**src/rtl/ast_pkg.sv**
```systemverilog
// ----------------------------------------------------------------------------
// ast_pkg: shared types and constants of the assembly source tokenizer
// Token kinds, error codes, scan modes, character codes and small helpers.
// ----------------------------------------------------------------------------
package ast_pkg;

    // Width of the internal position and length counters
    localparam int CNT_W = 16;

    // Result queue depth (power of two, at least 4) and its pointer width
    localparam int QDEPTH = 4;
    localparam int QPTR_W = $clog2(QDEPTH);

    typedef logic [CNT_W-1:0] cnt_t;

    typedef enum logic [3:0] {
        M_IDLE,
        M_NUMZ,
        M_NUM,
        M_IDENT,
        M_STR,
        M_CH1,
        M_CHESC,
        M_CHESCCL,
        M_CHCL,
        M_ERR
    } mode_t;

    // Token kinds
    localparam logic [3:0] K_COLON = 4'd0;
    localparam logic [3:0] K_DOT   = 4'd1;
    localparam logic [3:0] K_COMMA = 4'd2;
    localparam logic [3:0] K_NL    = 4'd3;
    localparam logic [3:0] K_MINUS = 4'd4;
    localparam logic [3:0] K_LPAR  = 4'd5;
    localparam logic [3:0] K_RPAR  = 4'd6;
    localparam logic [3:0] K_PLUS  = 4'd7;
    localparam logic [3:0] K_INT   = 4'd8;
    localparam logic [3:0] K_FLOAT = 4'd9;
    localparam logic [3:0] K_IDENT = 4'd10;
    localparam logic [3:0] K_CHAR  = 4'd11;
    localparam logic [3:0] K_EOF   = 4'd12;

    // Error codes
    localparam logic [2:0] E_NONE     = 3'd0;
    localparam logic [2:0] E_FLOAT    = 3'd1;
    localparam logic [2:0] E_STR_OPEN = 3'd2;
    localparam logic [2:0] E_CH_EMPTY = 3'd3;
    localparam logic [2:0] E_CH_OPEN  = 3'd4;
    localparam logic [2:0] E_ESCAPE   = 3'd5;
    localparam logic [2:0] E_STRAY    = 3'd6;

    // Character codes
    localparam logic [7:0] CH_NUL   = 8'h00;
    localparam logic [7:0] CH_TAB   = 8'h09;
    localparam logic [7:0] CH_NL    = 8'h0A;
    localparam logic [7:0] CH_FF    = 8'h0C;
    localparam logic [7:0] CH_CR    = 8'h0D;
    localparam logic [7:0] CH_SP    = 8'h20;
    localparam logic [7:0] CH_DQ    = 8'h22;
    localparam logic [7:0] CH_SQ    = 8'h27;
    localparam logic [7:0] CH_LPAR  = 8'h28;
    localparam logic [7:0] CH_RPAR  = 8'h29;
    localparam logic [7:0] CH_PLUS  = 8'h2B;
    localparam logic [7:0] CH_COMMA = 8'h2C;
    localparam logic [7:0] CH_MINUS = 8'h2D;
    localparam logic [7:0] CH_DOT   = 8'h2E;
    localparam logic [7:0] CH_0     = 8'h30;
    localparam logic [7:0] CH_9     = 8'h39;
    localparam logic [7:0] CH_COLON = 8'h3A;
    localparam logic [7:0] CH_UP_A  = 8'h41;
    localparam logic [7:0] CH_UP_F  = 8'h46;
    localparam logic [7:0] CH_UP_X  = 8'h58;
    localparam logic [7:0] CH_UP_Z  = 8'h5A;
    localparam logic [7:0] CH_BSL   = 8'h5C;
    localparam logic [7:0] CH_US    = 8'h5F;
    localparam logic [7:0] CH_LO_A  = 8'h61;
    localparam logic [7:0] CH_LO_B  = 8'h62;
    localparam logic [7:0] CH_LO_F  = 8'h66;
    localparam logic [7:0] CH_LO_N  = 8'h6E;
    localparam logic [7:0] CH_LO_R  = 8'h72;
    localparam logic [7:0] CH_LO_T  = 8'h74;
    localparam logic [7:0] CH_LO_V  = 8'h76;
    localparam logic [7:0] CH_LO_X  = 8'h78;
    localparam logic [7:0] CH_LO_Z  = 8'h7A;

    // Running position: byte offset, line and column
    typedef struct packed {
        cnt_t off;
        cnt_t line;
        cnt_t col;
    } ctr_t;

    // One result item
    typedef struct packed {
        logic [3:0]  kind;
        logic [15:0] length;
        logic [15:0] line;
        logic [15:0] column;
        logic [15:0] position;
        logic [2:0]  error_code;
        logic        run_last;
    } token_t;

    function automatic cnt_t sat_inc(cnt_t x);
        return (x != '1) ? x + CNT_W'(1) : x;
    endfunction

    // Clamp a counter to the 16-bit output range
    function automatic logic [15:0] out16(cnt_t x);
        if (CNT_W > 16 && x > CNT_W'(17'h0FFFF))
            return 16'hFFFF;
        return 16'(x);
    endfunction

    function automatic ctr_t advance(ctr_t c, logic [7:0] b);
        ctr_t r;
        r.off = sat_inc(c.off);
        if (b == CH_NL)
        begin
            r.line = sat_inc(c.line);
            r.col  = '0;
        end
        else
        begin
            r.line = c.line;
            r.col  = sat_inc(c.col);
        end
        return r;
    endfunction

    function automatic logic is_digit(logic [7:0] b);
        return b >= CH_0 && b <= CH_9;
    endfunction

    function automatic logic is_alpha(logic [7:0] b);
        return (b >= CH_LO_A && b <= CH_LO_Z) || (b >= CH_UP_A && b <= CH_UP_Z);
    endfunction

    function automatic logic is_hexletter(logic [7:0] b);
        return (b >= CH_LO_A && b <= CH_LO_F) || (b >= CH_UP_A && b <= CH_UP_F);
    endfunction

    function automatic logic is_escape(logic [7:0] b);
        return b == CH_SQ || b == CH_LO_A || b == CH_LO_B || b == CH_LO_T ||
               b == CH_LO_N || b == CH_LO_V || b == CH_LO_F || b == CH_LO_R;
    endfunction

    // {hit, kind} for the one-character punctuation tokens
    function automatic logic [4:0] punct_kind(logic [7:0] b);
        case (b)
            CH_COLON: return {1'b1, K_COLON};
            CH_DOT:   return {1'b1, K_DOT};
            CH_COMMA: return {1'b1, K_COMMA};
            CH_NL:    return {1'b1, K_NL};
            CH_MINUS: return {1'b1, K_MINUS};
            CH_LPAR:  return {1'b1, K_LPAR};
            CH_RPAR:  return {1'b1, K_RPAR};
            CH_PLUS:  return {1'b1, K_PLUS};
            default:  return 5'd0;
        endcase
    endfunction

    function automatic token_t mk_tok(logic [3:0] kind, cnt_t len, cnt_t line,
                                      cnt_t col, cnt_t pos, logic [2:0] err);
        token_t t;
        t.kind       = kind;
        t.length     = out16(len);
        t.line       = out16(line);
        t.column     = out16(col);
        t.position   = out16(pos);
        t.error_code = err;
        t.run_last   = 1'b0;
        return t;
    endfunction

endpackage

```
**src/rtl/ast_byte_if.sv**
```systemverilog
// ----------------------------------------------------------------------------
// ast_byte_if: source byte channel
// valid/ready channel carrying one source character per item.
// ----------------------------------------------------------------------------
interface ast_byte_if;
    logic       valid;
    logic       ready;
    logic [7:0] source_byte;

    modport source (output valid, output source_byte, input ready);
    modport sink (input valid, input source_byte, output ready);
endinterface

```
**src/rtl/ast_token_if.sv**
```systemverilog
// ----------------------------------------------------------------------------
// ast_token_if: token result channel
// valid/ready channel carrying one token or error report per item.
// ----------------------------------------------------------------------------
interface ast_token_if;
    logic        valid;
    logic        ready;
    logic [3:0]  token_kind;
    logic [15:0] token_length;
    logic [15:0] token_line;
    logic [15:0] token_column;
    logic [15:0] token_position;
    logic [2:0]  error_code;
    logic        run_last;

    modport source (output valid, output token_kind, output token_length,
                    output token_line, output token_column, output token_position,
                    output error_code, output run_last, input ready);
    modport sink (input valid, input token_kind, input token_length,
                  input token_line, input token_column, input token_position,
                  input error_code, input run_last, output ready);
endinterface

```
**src/rtl/assembly_source_tokenizer.sv**
```systemverilog
// ----------------------------------------------------------------------------
// assembly_source_tokenizer: streaming lexer for assembly source text
// Scans one source byte per cycle while the result queue has room and queues the resulting tokens.
// ----------------------------------------------------------------------------
// One source byte is taken per clock whenever the result queue has room for
// two more items, and the scan state is updated in that same cycle. Each byte
// yields zero, one or two items (two when it closes a number or identifier
// and is itself a punctuation token, a stray character that raises an error,
// or the end byte). Items go into a four-entry queue that drains one item per
// cycle while the sink is ready, so the sustained rate is one byte per cycle as
// long as the sink takes one item per cycle and no byte yields two; ready drops
// only while more than two items wait. After an error report the block
// swallows bytes without output until the end byte (0), which returns it to
// idle with all counters cleared.
module assembly_source_tokenizer (
    input  logic                clk,
    input  logic                rst_n,
    ast_byte_if.sink            src,
    ast_token_if.source         tok
);

    // scan state
    ast_pkg::mode_t mode_reg, mode_next;
    ast_pkg::ctr_t  ctr_reg, ctr_next;
    ast_pkg::cnt_t  so_reg, so_next;      // start offset
    ast_pkg::cnt_t  sl_reg, sl_next;      // start line
    ast_pkg::cnt_t  sc_reg, sc_next;      // start column
    ast_pkg::cnt_t  len_reg, len_next;    // pending length
    logic           dot_reg, dot_next;
    logic           hex_reg, hex_next;
    logic           bsl_reg, bsl_next;

    // result queue
    ast_pkg::token_t             q_reg [ast_pkg::QDEPTH];
    logic [ast_pkg::QPTR_W-1:0]  wp_reg, rp_reg;
    logic [ast_pkg::QPTR_W:0]    cnt_reg;

    logic            acc;
    logic            pop;
    logic            flush_en;
    logic            other_en;
    ast_pkg::token_t flush_tok;
    ast_pkg::token_t other_tok;
    logic [1:0]      push_n;

    assign src.ready = (cnt_reg <= (ast_pkg::QPTR_W+1)'(ast_pkg::QDEPTH - 2));
    assign acc       = src.valid && src.ready;
    assign pop       = tok.valid && tok.ready;

    // ------------------------------------------------------------------
    // Scanner: next state and the up to two items caused by this byte.
    // Slot A is a flushed number/identifier/string/char, slot B is any
    // other item (punctuation, EOF, error); A always comes first.
    // ------------------------------------------------------------------
    always_comb
    begin
        logic [7:0]     c;
        ast_pkg::mode_t m;
        ast_pkg::ctr_t  ctr;
        ast_pkg::ctr_t  tmp;
        ast_pkg::cnt_t  so, sl, sc, len;
        logic           dot, hex, bsl;
        logic           skip, idle_en, adv_en, fail_en, clear_en;
        logic [2:0]     fail_code;
        logic [3:0]     flush_kind;
        logic [4:0]     pk;

        c          = src.source_byte;
        m          = mode_reg;
        ctr        = ctr_reg;
        so         = so_reg;
        sl         = sl_reg;
        sc         = sc_reg;
        len        = len_reg;
        dot        = dot_reg;
        hex        = hex_reg;
        bsl        = bsl_reg;
        skip       = 1'b0;
        idle_en    = 1'b0;
        adv_en     = 1'b0;
        fail_en    = 1'b0;
        clear_en   = 1'b0;
        fail_code  = ast_pkg::E_NONE;
        flush_en   = 1'b0;
        flush_kind = ast_pkg::K_INT;
        other_en   = 1'b0;
        other_tok  = '0;
        tmp        = '0;
        pk         = ast_pkg::punct_kind(c);

        // leading zero: 0x / 0X switches to hex
        if (m == ast_pkg::M_NUMZ)
        begin
            m = ast_pkg::M_NUM;
            if (c == ast_pkg::CH_LO_X || c == ast_pkg::CH_UP_X)
            begin
                hex    = 1'b1;
                len    = ast_pkg::sat_inc(len);
                adv_en = 1'b1;
                skip   = 1'b1;
            end
        end

        if (!skip)
        begin
            case (m)
                ast_pkg::M_IDLE:
                    idle_en = 1'b1;
                ast_pkg::M_NUM:
                    if (c == ast_pkg::CH_DOT)
                    begin
                        if (dot || hex)
                        begin
                            fail_en   = 1'b1;
                            fail_code = ast_pkg::E_FLOAT;
                        end
                        else
                        begin
                            dot    = 1'b1;
                            len    = ast_pkg::sat_inc(len);
                            adv_en = 1'b1;
                        end
                    end
                    else if (ast_pkg::is_digit(c) || (hex && ast_pkg::is_hexletter(c)))
                    begin
                        len    = ast_pkg::sat_inc(len);
                        adv_en = 1'b1;
                    end
                    else
                    begin
                        flush_en   = 1'b1;
                        flush_kind = dot ? ast_pkg::K_FLOAT : ast_pkg::K_INT;
                        idle_en    = 1'b1;
                    end
                ast_pkg::M_IDENT:
                    if (ast_pkg::is_alpha(c) || ast_pkg::is_digit(c) ||
                        c == ast_pkg::CH_US || c == ast_pkg::CH_DOT)
                    begin
                        len    = ast_pkg::sat_inc(len);
                        adv_en = 1'b1;
                    end
                    else
                    begin
                        flush_en   = 1'b1;
                        flush_kind = ast_pkg::K_IDENT;
                        idle_en    = 1'b1;
                    end
                ast_pkg::M_STR:
                    if (c == ast_pkg::CH_NUL)
                    begin
                        fail_en   = 1'b1;
                        fail_code = ast_pkg::E_STR_OPEN;
                    end
                    else if (c == ast_pkg::CH_DQ && !bsl)
                    begin
                        flush_en   = 1'b1;
                        flush_kind = ast_pkg::K_IDENT;
                        adv_en     = 1'b1;
                        m          = ast_pkg::M_IDLE;
                    end
                    else
                    begin
                        len    = ast_pkg::sat_inc(len);
                        bsl    = (c == ast_pkg::CH_BSL);
                        adv_en = 1'b1;
                    end
                ast_pkg::M_CH1:
                    if (c == ast_pkg::CH_SQ)
                    begin
                        fail_en   = 1'b1;
                        fail_code = ast_pkg::E_CH_EMPTY;
                    end
                    else if (c == ast_pkg::CH_NUL)
                    begin
                        fail_en   = 1'b1;
                        fail_code = ast_pkg::E_CH_OPEN;
                    end
                    else
                    begin
                        len    = ast_pkg::sat_inc(len);
                        m      = (c == ast_pkg::CH_BSL) ? ast_pkg::M_CHESC
                                                        : ast_pkg::M_CHCL;
                        adv_en = 1'b1;
                    end
                ast_pkg::M_CHESC:
                    if (ast_pkg::is_escape(c))
                    begin
                        len    = ast_pkg::sat_inc(len);
                        m      = ast_pkg::M_CHESCCL;
                        adv_en = 1'b1;
                    end
                    else
                    begin
                        fail_en   = 1'b1;
                        fail_code = ast_pkg::E_ESCAPE;
                    end
                ast_pkg::M_CHESCCL, ast_pkg::M_CHCL:
                    if (c == ast_pkg::CH_SQ)
                    begin
                        len        = ast_pkg::sat_inc(len);
                        flush_en   = 1'b1;
                        flush_kind = ast_pkg::K_CHAR;
                        adv_en     = 1'b1;
                        m          = ast_pkg::M_IDLE;
                    end
                    else
                    begin
                        fail_en   = 1'b1;
                        fail_code = ast_pkg::E_CH_OPEN;
                    end
                default:
                    // discarding after an error
                    if (c == ast_pkg::CH_NUL)
                    begin
                        clear_en = 1'b1;
                        m        = ast_pkg::M_IDLE;
                    end
            endcase
        end

        flush_tok = ast_pkg::mk_tok(flush_kind, len, sl, sc, so, ast_pkg::E_NONE);

        // byte handled between tokens
        if (idle_en)
        begin
            m = ast_pkg::M_IDLE;
            if (c == ast_pkg::CH_NUL)
            begin
                other_en  = 1'b1;
                other_tok = ast_pkg::mk_tok(ast_pkg::K_EOF, ast_pkg::CNT_W'(1), ctr.line,
                                            ctr.col, ctr.off, ast_pkg::E_NONE);
                clear_en  = 1'b1;
            end
            else if (pk[4])
            begin
                other_en  = 1'b1;
                other_tok = ast_pkg::mk_tok(pk[3:0], ast_pkg::CNT_W'(1), ctr.line,
                                            ctr.col, ctr.off, ast_pkg::E_NONE);
                adv_en    = 1'b1;
            end
            else if (c == ast_pkg::CH_SP || c == ast_pkg::CH_TAB ||
                     c == ast_pkg::CH_CR || c == ast_pkg::CH_FF)
            begin
                adv_en = 1'b1;
            end
            else if (ast_pkg::is_digit(c))
            begin
                so     = ctr.off;
                sl     = ctr.line;
                sc     = ctr.col;
                len    = ast_pkg::CNT_W'(1);
                dot    = 1'b0;
                hex    = 1'b0;
                m      = (c == ast_pkg::CH_0) ? ast_pkg::M_NUMZ : ast_pkg::M_NUM;
                adv_en = 1'b1;
            end
            else if (c == ast_pkg::CH_DQ)
            begin
                // string starts after the opening quote
                tmp    = ast_pkg::advance(ctr, c);
                so     = tmp.off;
                sl     = tmp.line;
                sc     = tmp.col;
                len    = '0;
                bsl    = 1'b0;
                m      = ast_pkg::M_STR;
                adv_en = 1'b1;
            end
            else if (c == ast_pkg::CH_SQ)
            begin
                so     = ctr.off;
                sl     = ctr.line;
                sc     = ctr.col;
                len    = ast_pkg::CNT_W'(1);
                m      = ast_pkg::M_CH1;
                adv_en = 1'b1;
            end
            else if (ast_pkg::is_alpha(c) || c == ast_pkg::CH_US)
            begin
                so     = ctr.off;
                sl     = ctr.line;
                sc     = ctr.col;
                len    = ast_pkg::CNT_W'(1);
                m      = ast_pkg::M_IDENT;
                adv_en = 1'b1;
            end
            else
            begin
                fail_en   = 1'b1;
                fail_code = ast_pkg::E_STRAY;
            end
        end

        // error report at the offending byte
        if (fail_en)
        begin
            other_en  = 1'b1;
            other_tok = ast_pkg::mk_tok(ast_pkg::K_COLON, '0, ctr.line, ctr.col,
                                        ctr.off, fail_code);
            if (c == ast_pkg::CH_NUL)
            begin
                clear_en = 1'b1;
                m        = ast_pkg::M_IDLE;
            end
            else
                m = ast_pkg::M_ERR;
        end

        if (adv_en)
            ctr = ast_pkg::advance(ctr, c);

        if (clear_en)
        begin
            ctr = '0;
            so  = '0;
            sl  = '0;
            sc  = '0;
            len = '0;
            dot = 1'b0;
            hex = 1'b0;
            bsl = 1'b0;
        end

        // mark the last item of this byte
        if (other_en)
            other_tok.run_last = 1'b1;
        else
            flush_tok.run_last = 1'b1;

        mode_next = acc ? m   : mode_reg;
        ctr_next  = acc ? ctr : ctr_reg;
        so_next   = acc ? so  : so_reg;
        sl_next   = acc ? sl  : sl_reg;
        sc_next   = acc ? sc  : sc_reg;
        len_next  = acc ? len : len_reg;
        dot_next  = acc ? dot : dot_reg;
        hex_next  = acc ? hex : hex_reg;
        bsl_next  = acc ? bsl : bsl_reg;
    end

    assign push_n = acc ? (2'(flush_en) + 2'(other_en)) : 2'd0;

    always_ff @(posedge clk or negedge rst_n)
    begin
        if (!rst_n)
        begin
            mode_reg <= ast_pkg::M_IDLE;
            ctr_reg  <= '0;
            so_reg   <= '0;
            sl_reg   <= '0;
            sc_reg   <= '0;
            len_reg  <= '0;
            dot_reg  <= 1'b0;
            hex_reg  <= 1'b0;
            bsl_reg  <= 1'b0;
        end
        else
        begin
            mode_reg <= mode_next;
            ctr_reg  <= ctr_next;
            so_reg   <= so_next;
            sl_reg   <= sl_next;
            sc_reg   <= sc_next;
            len_reg  <= len_next;
            dot_reg  <= dot_next;
            hex_reg  <= hex_next;
            bsl_reg  <= bsl_next;
        end
    end

    // ------------------------------------------------------------------
    // Result queue: up to two writes, one read per cycle
    // ------------------------------------------------------------------
    always_ff @(posedge clk)
    begin
        if (acc)
        begin
            if (flush_en)
            begin
                q_reg[wp_reg] <= flush_tok;
                if (other_en)
                    q_reg[wp_reg + ast_pkg::QPTR_W'(1)] <= other_tok;
            end
            else if (other_en)
                q_reg[wp_reg] <= other_tok;
        end
    end

    always_ff @(posedge clk or negedge rst_n)
    begin
        if (!rst_n)
        begin
            wp_reg  <= '0;
            rp_reg  <= '0;
            cnt_reg <= '0;
        end
        else
        begin
            wp_reg  <= wp_reg + ast_pkg::QPTR_W'(push_n);
            rp_reg  <= rp_reg + ast_pkg::QPTR_W'(pop);
            cnt_reg <= cnt_reg + (ast_pkg::QPTR_W+1)'(push_n)
                               - (ast_pkg::QPTR_W+1)'(pop);
        end
    end

    assign tok.valid          = (cnt_reg != '0);
    assign tok.token_kind     = q_reg[rp_reg].kind;
    assign tok.token_length   = q_reg[rp_reg].length;
    assign tok.token_line     = q_reg[rp_reg].line;
    assign tok.token_column   = q_reg[rp_reg].column;
    assign tok.token_position = q_reg[rp_reg].position;
    assign tok.error_code     = q_reg[rp_reg].error_code;
    assign tok.run_last       = q_reg[rp_reg].run_last;

    // ------------------------------------------------------------------
    // Assertions
    // ------------------------------------------------------------------
    a_queue_bound: assert property (@(posedge clk) disable iff (!rst_n)
        cnt_reg <= (ast_pkg::QPTR_W+1)'(ast_pkg::QDEPTH))
        else $error("result queue overflow");

    a_err_silent: assert property (@(posedge clk) disable iff (!rst_n)
        (acc && mode_reg == ast_pkg::M_ERR) |-> (push_n == 2'd0))
        else $error("item produced while discarding after error");

    a_two_only_on_flush: assert property (@(posedge clk) disable iff (!rst_n)
        (push_n == 2'd2) |-> (mode_reg == ast_pkg::M_NUM || mode_reg == ast_pkg::M_NUMZ ||
                              mode_reg == ast_pkg::M_IDENT))
        else $error("two items from a byte that closes no token");

    a_end_clears: assert property (@(posedge clk) disable iff (!rst_n)
        (acc && src.source_byte == ast_pkg::CH_NUL) |=>
            (mode_reg == ast_pkg::M_IDLE && ctr_reg == '0))
        else $error("end byte did not return scanner to idle");

endmodule

```
**src/flat_wrapper.sv**
```systemverilog
// flat-port wrapper written by rule: the top's interface ports become plain ports
module assembly_source_tokenizer_flat 
  (clk, rst_n, src_valid, src_source_byte, src_ready, tok_valid, tok_token_kind, tok_token_length, tok_token_line, tok_token_column, tok_token_position, tok_error_code, tok_run_last, tok_ready);
  ast_byte_if src_i ();
  ast_token_if tok_i ();
  input  logic clk;
  input  logic rst_n;
  input wire logic [$bits(src_i.valid)-1:0] src_valid;
  input wire logic [$bits(src_i.source_byte)-1:0] src_source_byte;
  output wire logic [$bits(src_i.ready)-1:0] src_ready;
  output wire logic [$bits(tok_i.valid)-1:0] tok_valid;
  output wire logic [$bits(tok_i.token_kind)-1:0] tok_token_kind;
  output wire logic [$bits(tok_i.token_length)-1:0] tok_token_length;
  output wire logic [$bits(tok_i.token_line)-1:0] tok_token_line;
  output wire logic [$bits(tok_i.token_column)-1:0] tok_token_column;
  output wire logic [$bits(tok_i.token_position)-1:0] tok_token_position;
  output wire logic [$bits(tok_i.error_code)-1:0] tok_error_code;
  output wire logic [$bits(tok_i.run_last)-1:0] tok_run_last;
  input wire logic [$bits(tok_i.ready)-1:0] tok_ready;
  assign src_i.valid = src_valid;
  assign src_i.source_byte = src_source_byte;
  assign src_ready = src_i.ready;
  assign tok_valid = tok_i.valid;
  assign tok_token_kind = tok_i.token_kind;
  assign tok_token_length = tok_i.token_length;
  assign tok_token_line = tok_i.token_line;
  assign tok_token_column = tok_i.token_column;
  assign tok_token_position = tok_i.token_position;
  assign tok_error_code = tok_i.error_code;
  assign tok_run_last = tok_i.run_last;
  assign tok_i.ready = tok_ready;
  assembly_source_tokenizer u_core (.clk(clk), .rst_n(rst_n), .src(src_i), .tok(tok_i));
endmodule
```
**config.mk**
```make
export PLATFORM = sky130hd
export DESIGN_NAME = assembly_source_tokenizer_flat
export DESIGN_NICKNAME = d
export VERILOG_FILES = /design/src/rtl/ast_pkg.sv /design/src/rtl/ast_byte_if.sv /design/src/rtl/ast_token_if.sv /design/src/rtl/assembly_source_tokenizer.sv /design/src/flat_wrapper.sv
export SDC_FILE = /design/constraint.sdc
export NUM_CORES = 1
export LEC_CHECK = 0
export BUFFER_PORTS_ARGS = -buffer_cell sky130_fd_sc_hd__buf_2
export CAP_MARGIN = 20
export CORE_ASPECT_RATIO = 1.5
export CORE_UTILIZATION = 40
export CTS_CLUSTER_SIZE = 14
export DETAILED_ROUTE_END_ITERATION = 16
export GPL_TIMING_DRIVEN = 0
export RECOVER_POWER = 25
export SLEW_MARGIN = 20
export SYNTH_ARGS = -nofsm -noshare
export SYNTH_HDL_FRONTEND = slang
export SYNTH_SLANG_ARGS = --single-unit
```
**constraint.sdc**
```tcl
create_clock -name clk -period 14.11 [get_ports clk]
set_input_delay 2.822 -clock clk [delete_from_list [all_inputs] [get_ports clk]]
set_output_delay 2.822 -clock clk [all_outputs]
set_load 0.05 [all_outputs]
```
==> summary.txt, run 1 <==
Die ar.: 54600 um^2
Clock Skews: 18.7 ps
EDFF count, synth: 228
Htree depth: 2
CTS tree: done
TNS Setup: 0 ps
Post-layout min period: 9010 ps
Core Footprint: 52800 um^2
Tcrit/Tclk final: 63.9%
Nets: 2068
IO Pins: 86
Largest net degree at the start of global routing: 75
Final Max Slew Viols: 129
Critical-path top delay cell: a21oi_1
WP buf/inv: 7
CP top delay family: buffers and inverters
Worst rel slew slack: -209%
RSZ-0062 raised after global routing: false
Sequential share of the synthesized area: 52.2%
Clock slew at the register clock pins of the worst setup and hold paths: 80 ps
Port Buf Inserts: 83
Data arrival, critical path: 9300 ps
Worst Hold Class: register to register
Max_cap viols: 2
Slowest stage delay, CP: 850 ps
Routability cong.: 0.920
FF-to-FF setup slack: 7200 ps
CTS Hold Bufs: 0
DP HPWL: 49700 um
Post-synth top cells: a22o_1, edfxtp_1, nand2_1
Share of flip-flops with an asynchronous set or reset: 30.4%
Top FF cell, synth: edfxtp_1
Fin. Hold Viols: 0
Cell mode on critical path: clkbuf_1
PD cells: 168 nW/um^2
P_leak: 8.58 nW
#FFs+latches synth: 414
Average vias per placed instance: 6.16
Ratio of cells with drive above 1 in the final layout: 9.93%
Most common cell in the netlist: a22o_1
Mapped Area: 21400 um^2
CTS sink count: 414
CP max FO: 34
Total GRT Usage: 25.0%
TritonCTS Buffers: 41
Core Util, Final: 45.6%
Failing checks: max-capacitance violations, max-slew violations
Cell taking the most area after synthesis: edfxtp_1
Fillers: 4974
Yosys warns: 0
Max reg flops: 288
First-pass GRT wire length: 103000 um
Iteration-0 DRC Markers: 1460
Die Wd: 191 um
Worst-Margin Slew: 4640 ps
Antenna viol nets, final: 0
Synth top area share: 31.9%
Maximum clock frequency: 111 MHz
Antenna violations before repair: 0
WL/cell: 24.9 um
Root Buffer: clkbuf_16
VDD IR-drop max: 0.154 mV
Clk_lat worst skew: 560 ps
Post-cts resize count: 0
Number of global-route vias before repair: 17200
GR Overflow Total: 0
Yosys cell types: 85
DRT Wirelength: 68600 um
DR pass1 iterations: 7
Syn Area/Cell: 11.2 um^2
Synth top area cells: edfxtp_1, dfrtp_1, a22o_1, mux4_2, dfxtp_1
Area Overhead vs Synth: 12.2%
# diodes: 0
Num rows: 103
Setup Viol. Count Final: 0
Startpoint Class: input pin
Post-Synthesis Cells: 1911
# Post-CTS Setup Buffers: 0
Status: complete, but fails checks
Kind of critical path: input pin to register
Worst-path cell chain: buf_2 > clkbuf_1 > nand4b_1 > nor4_2 > clkbuf_1 > nor3_1 > nand3_1 > o21ai_0 > a21oi_1 > inv_1 > ha_1 > nand2_1 > nor2_1 > a21oi_1 > clkbuf_1 > inv_4 > buf_12
Syn Nets: 1936
Critical Path Sink Type: register
Vias: 17000
DRC Markers: 0
Die height: 286 um
Clock tree buffer depth: 3
CP required: 14400 ps
Initial core utilization: 40.6%
-- stage by stage --
step / worst slack [ps] / hold slack, ps / total power [mW] / instance area [um^2] / std cells
after floorplan: 6600 / 420 / 2.54 / 21400 / 1911
after global placement: 3180 / 428 / 2.97 / 22700 / 2676
after detailed placement: 4740 / 439 / 2.99 / 22900 / 2681
after CTS: 5320 / 450 / 4.09 / 24200 / 2756
after global routing: 3980 / 480 / 4.20 / 24100 / 2757
final: 5100 / 449 / 4.04 / 24100 / 2757
-- worst paths after layout --
| path | end | start | cells past startpoint |
|---|---|---|---|
| max | u_core.q_reg[2][18] | src_source_byte[7] | 17 |
| min | u_core.q_reg[2][58] | u_core.q_reg[2][58] | 2 |
| max reg2reg | u_core.q_reg[2][18] | u_core.mode_reg[3] | 16 |
| min reg2reg | u_core.q_reg[2][58] | u_core.q_reg[2][58] | 2 |
| max in group asynchronous | u_core.sl_reg[13] | rst_n | 2 |
| min in group asynchronous | u_core.mode_reg[0] | rst_n | 1 |
-- tightest hold or removal path, delay by kind of cell, from the launching register on --
kind / cells / cell delay, ps
AO/OA/AOI/OAI: 1 / 50
AND/OR/NAND/NOR: 1 / 50
flip-flops: 1 / 310
-- logic make-up after synthesis --
family / share of synthesized area, %
simple gates: 12.3
buf+inv: 3.97
fa+ha+maj: 0.793
flops: 52.2
xor+xnor: 1.71
mux: 8.28
compound gates: 20.7
-- routing by layer --
layer	up-vias	global-route usage, %	wire (um)
met5	-	0	0
met2	647	46.4	37000
met1	8525	28.0	24800
met3	172	2.74	3280
met4	0	12.5	3480
li1	7636	-	-
-- report_power, final --
group          leakage [nW]  switching, mW  internal, mW  total [mW]
Sequential             4.44         0.0625          1.40        1.46
Combinational          3.48           1.09         0.394        1.48
Clock                 0.658          0.484         0.620        1.10
Total                  8.58           1.63          2.41        4.04
-- cell type report --
class                           count  area, um^2  area share [%]
Buffer                            182         727            3.02
Clock buffer                       53        1120            4.66
Clock inverter                     22         201           0.837
Inverter                           33         134           0.556
Multi-Input combinational cell   1282        9410            39.1
Sequential cell                   414       11200            46.5
Tap cell                          682         853            3.55
Timing Repair Buffer               89         418            1.74
-- placed cells by master, fill, tap and decap left out, drive strengths merged, types with 65 or more instances in the layout --
cell type	instances
a21oi	75
nand2	169
o21ai	127
mux4	72
nand3	65
edfxtp	228
nor2	121
a22o	262
clkbuf	262
dfrtp	126
Power figures use the tool's default switching activity.
==> inputs of run 2 (changes only) <==
Settings changed: ABC_AREA set to 1.
Clock period 14.11 ns to 7.55 ns, I/O delays scaled along.
==> run 2 against run 1 <==
Effect of this change: the flow still finishes with violations (max-capacitance violations, max-slew violations); utilization shrank 0.21 points; critical path depth grew 8; first-iteration DRC count grew 22%; non-clock buffer count shrank 10; count of clock-buffer cells in the layout grew 15.
==> summary.txt, run 2 <==
Kind of critical path: input pin to register
Area Overhead vs Synth: 11.5%
Switch share: 49.8%
RSZ-0062 raised after global routing: false
Setup Viol. Count Final: 0
Area of the multi-input gates: 11700 um^2
PD cells: 364 nW/um^2
Yosys cell types: 64
Post-layout min period: 6710 ps
Clock slew at the register clock pins of the worst setup and hold paths: 60 ps
Root Buffer: clkbuf_16
DRT Wirelength: 85500 um
Die height: 306 um
# Post-CTS Setup Buffers: 0
VDD IR-drop max: 0.240 mV
Gate power share: 49.2%
IO Pins: 86
Register share of total power: 28.9%
Status: complete, but fails checks
CP max FO: 30
Die ar.: 62500 um^2
Vias: 23000
Synth top area cells: edfxtp_1, nand2_1, dfrtp_1, o21ai_0, dfxtp_1
Worst-Margin Slew: 2480 ps
Post-Synthesis Cells: 3279
Post-route non-filler standard cell count: 4233
CP required: 7820 ps
Ratio of cells with drive above 1 in the final layout: 10.4%
Placed Instances: 4152
Data arrival, critical path: 6980 ps
Total GRT Usage: 27.6%
Most common cell in the netlist: nand2_1
Switching Power: 4.97 mW
GR Overflow Total: 0
Cell taking the most area after synthesis: edfxtp_1
Iteration-0 DRC Markers: 1775
Initial core utilization: 40.7%
Die Wd: 204 um
DP HPWL: 61400 um
DRC Markers: 0
First-pass GRT wire length: 132000 um
Largest net degree at the start of global routing: 90
Synth top area share: 27.9%
Highest-count cells in the layout ignoring fill and taps: nand2_1, nor2_1, o21ai_0, edfxtp_1, nand3_1
Max reg flops: 288
Syn Nets: 3304
Mapped Area: 24600 um^2
Port Buf Inserts: 84
CTS sink count: 414
Top FF cell, synth: edfxtp_1
Startpoint Class: input pin
Antenna violations before repair: 3
Core Footprint: 60400 um^2
Max_cap viols: 2
Clock Skews: 24.7 ps
Worst rel slew slack: -65.0%
Tcrit/Tclk final: 88.8%
Antenna viol nets, final: 0
Commonest non-fill, non-tap cell in the layout: nand2_1
P_leak: 11.9 nW
TritonCTS Buffers: 44
Final Max Slew Viols: 129
Clock network power share: 21.9%
CTS tree: done
Internal Pwr Total: 5.02 mW
Critical Path Sink Type: register
Num rows: 110
Nets: 3439
EDFF count, synth: 228
FF+latch area: 11200 um^2
Number of global-route vias before repair: 22400
Failing checks: max-capacitance violations, max-slew violations
WL/cell: 20.2 um
DR pass1 iterations: 6
Fillers: 6160
Share of flip-flops with an asynchronous set or reset: 30.4%
Worst Hold Class: register to register
Post-synth top cells: nand2_1, nor2_1, o21ai_0
Placement Cell Area: 26100 um^2
Sequential share of the synthesized area: 45.6%
Clock tree buffer depth: 3
Htree depth: 2
Clk_lat worst skew: 600 ps
Routability cong.: 0.990
Syn Area/Cell: 7.49 um^2
Yosys warns: 0
Finished Cell Area: 27400 um^2
CTS Hold Bufs: 0
#FFs+latches synth: 414
# diodes: 0
Maximum clock frequency: 149 MHz
Post-cts resize count: 0
Average vias per placed instance: 5.42
Fin. Hold Viols: 0
-- run 2: cell types whose count changed after synthesis, sizes merged, moves of 144 or more --
cell / change
nand2: +1100
nand3: +144
o21ai: +208
a22o: -262
inv: +179
nor2: +241
-- run 2: power by group through the flow --
stage	clock (mW)	combinational, mW	sequential, mW
after global routing	2.30	5.24	2.92
after CTS	2.21	4.94	2.88
after global placement	0	4.90	2.94
after detailed placement	0	4.93	2.93
after floorplan	0	3.36	2.88
final	2.18	4.91	2.89
-- run 2: worst max-delay path, stage by stage --
cell,delay (ps)
clkbuf_1,130
inv_1,150
nand2_1,170
nor2_1,380
inv_1,180
nand2_1,90
nand2_1,60
nand2_1,70
nand2_1,60
nor2_1,230
nand3_1,160
nor2_1,280
a31oi_4,50
nand2_1,250
nand4_1,270
nand3_4,260
buf_4,240
ha_1,160
nand2_1,70
clkbuf_1,350
a21oi_4,610
nor2_2,220
buf_2,280
inv_4,410
buf_12,290
-- run 2: worst paths after layout --
kind                                     startpoint             endpoint  slack (ps)  cells past startpoint
max in group asynchronous                     rst_n     u_core.sl_reg[9]        2440                      2
worst max-delay path             src_source_byte[1]  u_core.q_reg[2][27]         840                     25
worst max register to register   u_core.mode_reg[3]  u_core.q_reg[2][27]        2220                     23
worst min register to register  u_core.q_reg[1][62]  u_core.q_reg[1][62]         450                      2
min in group asynchronous                     rst_n    u_core.len_reg[6]        1680                      1
worst min-delay path            u_core.q_reg[1][62]  u_core.q_reg[1][62]         450                      2
-- run 2: final cells by class --
type,count,share of cell area (%)
buffer,172,2.93
clock buffer,68,4.65
clock inverter,13,0.470
inverter,217,3.05
multi-input combinational,2476,42.6
sequential,414,40.9
tap,784,3.58
timing repair buffer,89,1.85
-- run 2: per-layer routing --
layer  vias to the layer above  part of all wire, %  global-route usage, %
li1                      11100                    -                      -
met1                     10800                   39                   33.2
met2                       872                   50                   48.0
met5                         -                0.023                      0
met4                         4                  4.7                   13.6
met3                       218                  6.7                   3.67
-- run 2: per-stage QoR --
stage | TNS, ps | setup slack (ps) | hold slack [ps] | utilization, % | total power, mW
after floorplan | 0 | 1790 | 421 | - | 6.24
after global placement | -113860 | -728 | 431 | 43.0 | 7.83
after detailed placement | 0 | 672 | 434 | 43.2 | 7.86
after CTS | 0 | 1280 | 448 | 45.6 | 10.0
after global routing | 0 | 487 | 462 | 45.3 | 10.5
final | 0 | 842 | 446 | 45.3 | 9.98
-- run 2: kinds of logic after synthesis --
| group | Yosys count | synth area share, % |
|---|---|---|
| AOI/OAI and AO/OA | 515 | 11.8 |
| xor gates and xnor gates | 33 | 1.18 |
| adders and majority gates | 13 | 0.692 |
| buffers and inverters | 389 | 6.76 |
| DFF | 414 | 45.6 |
| and+or+nand+nor | 1915 | 34.0 |
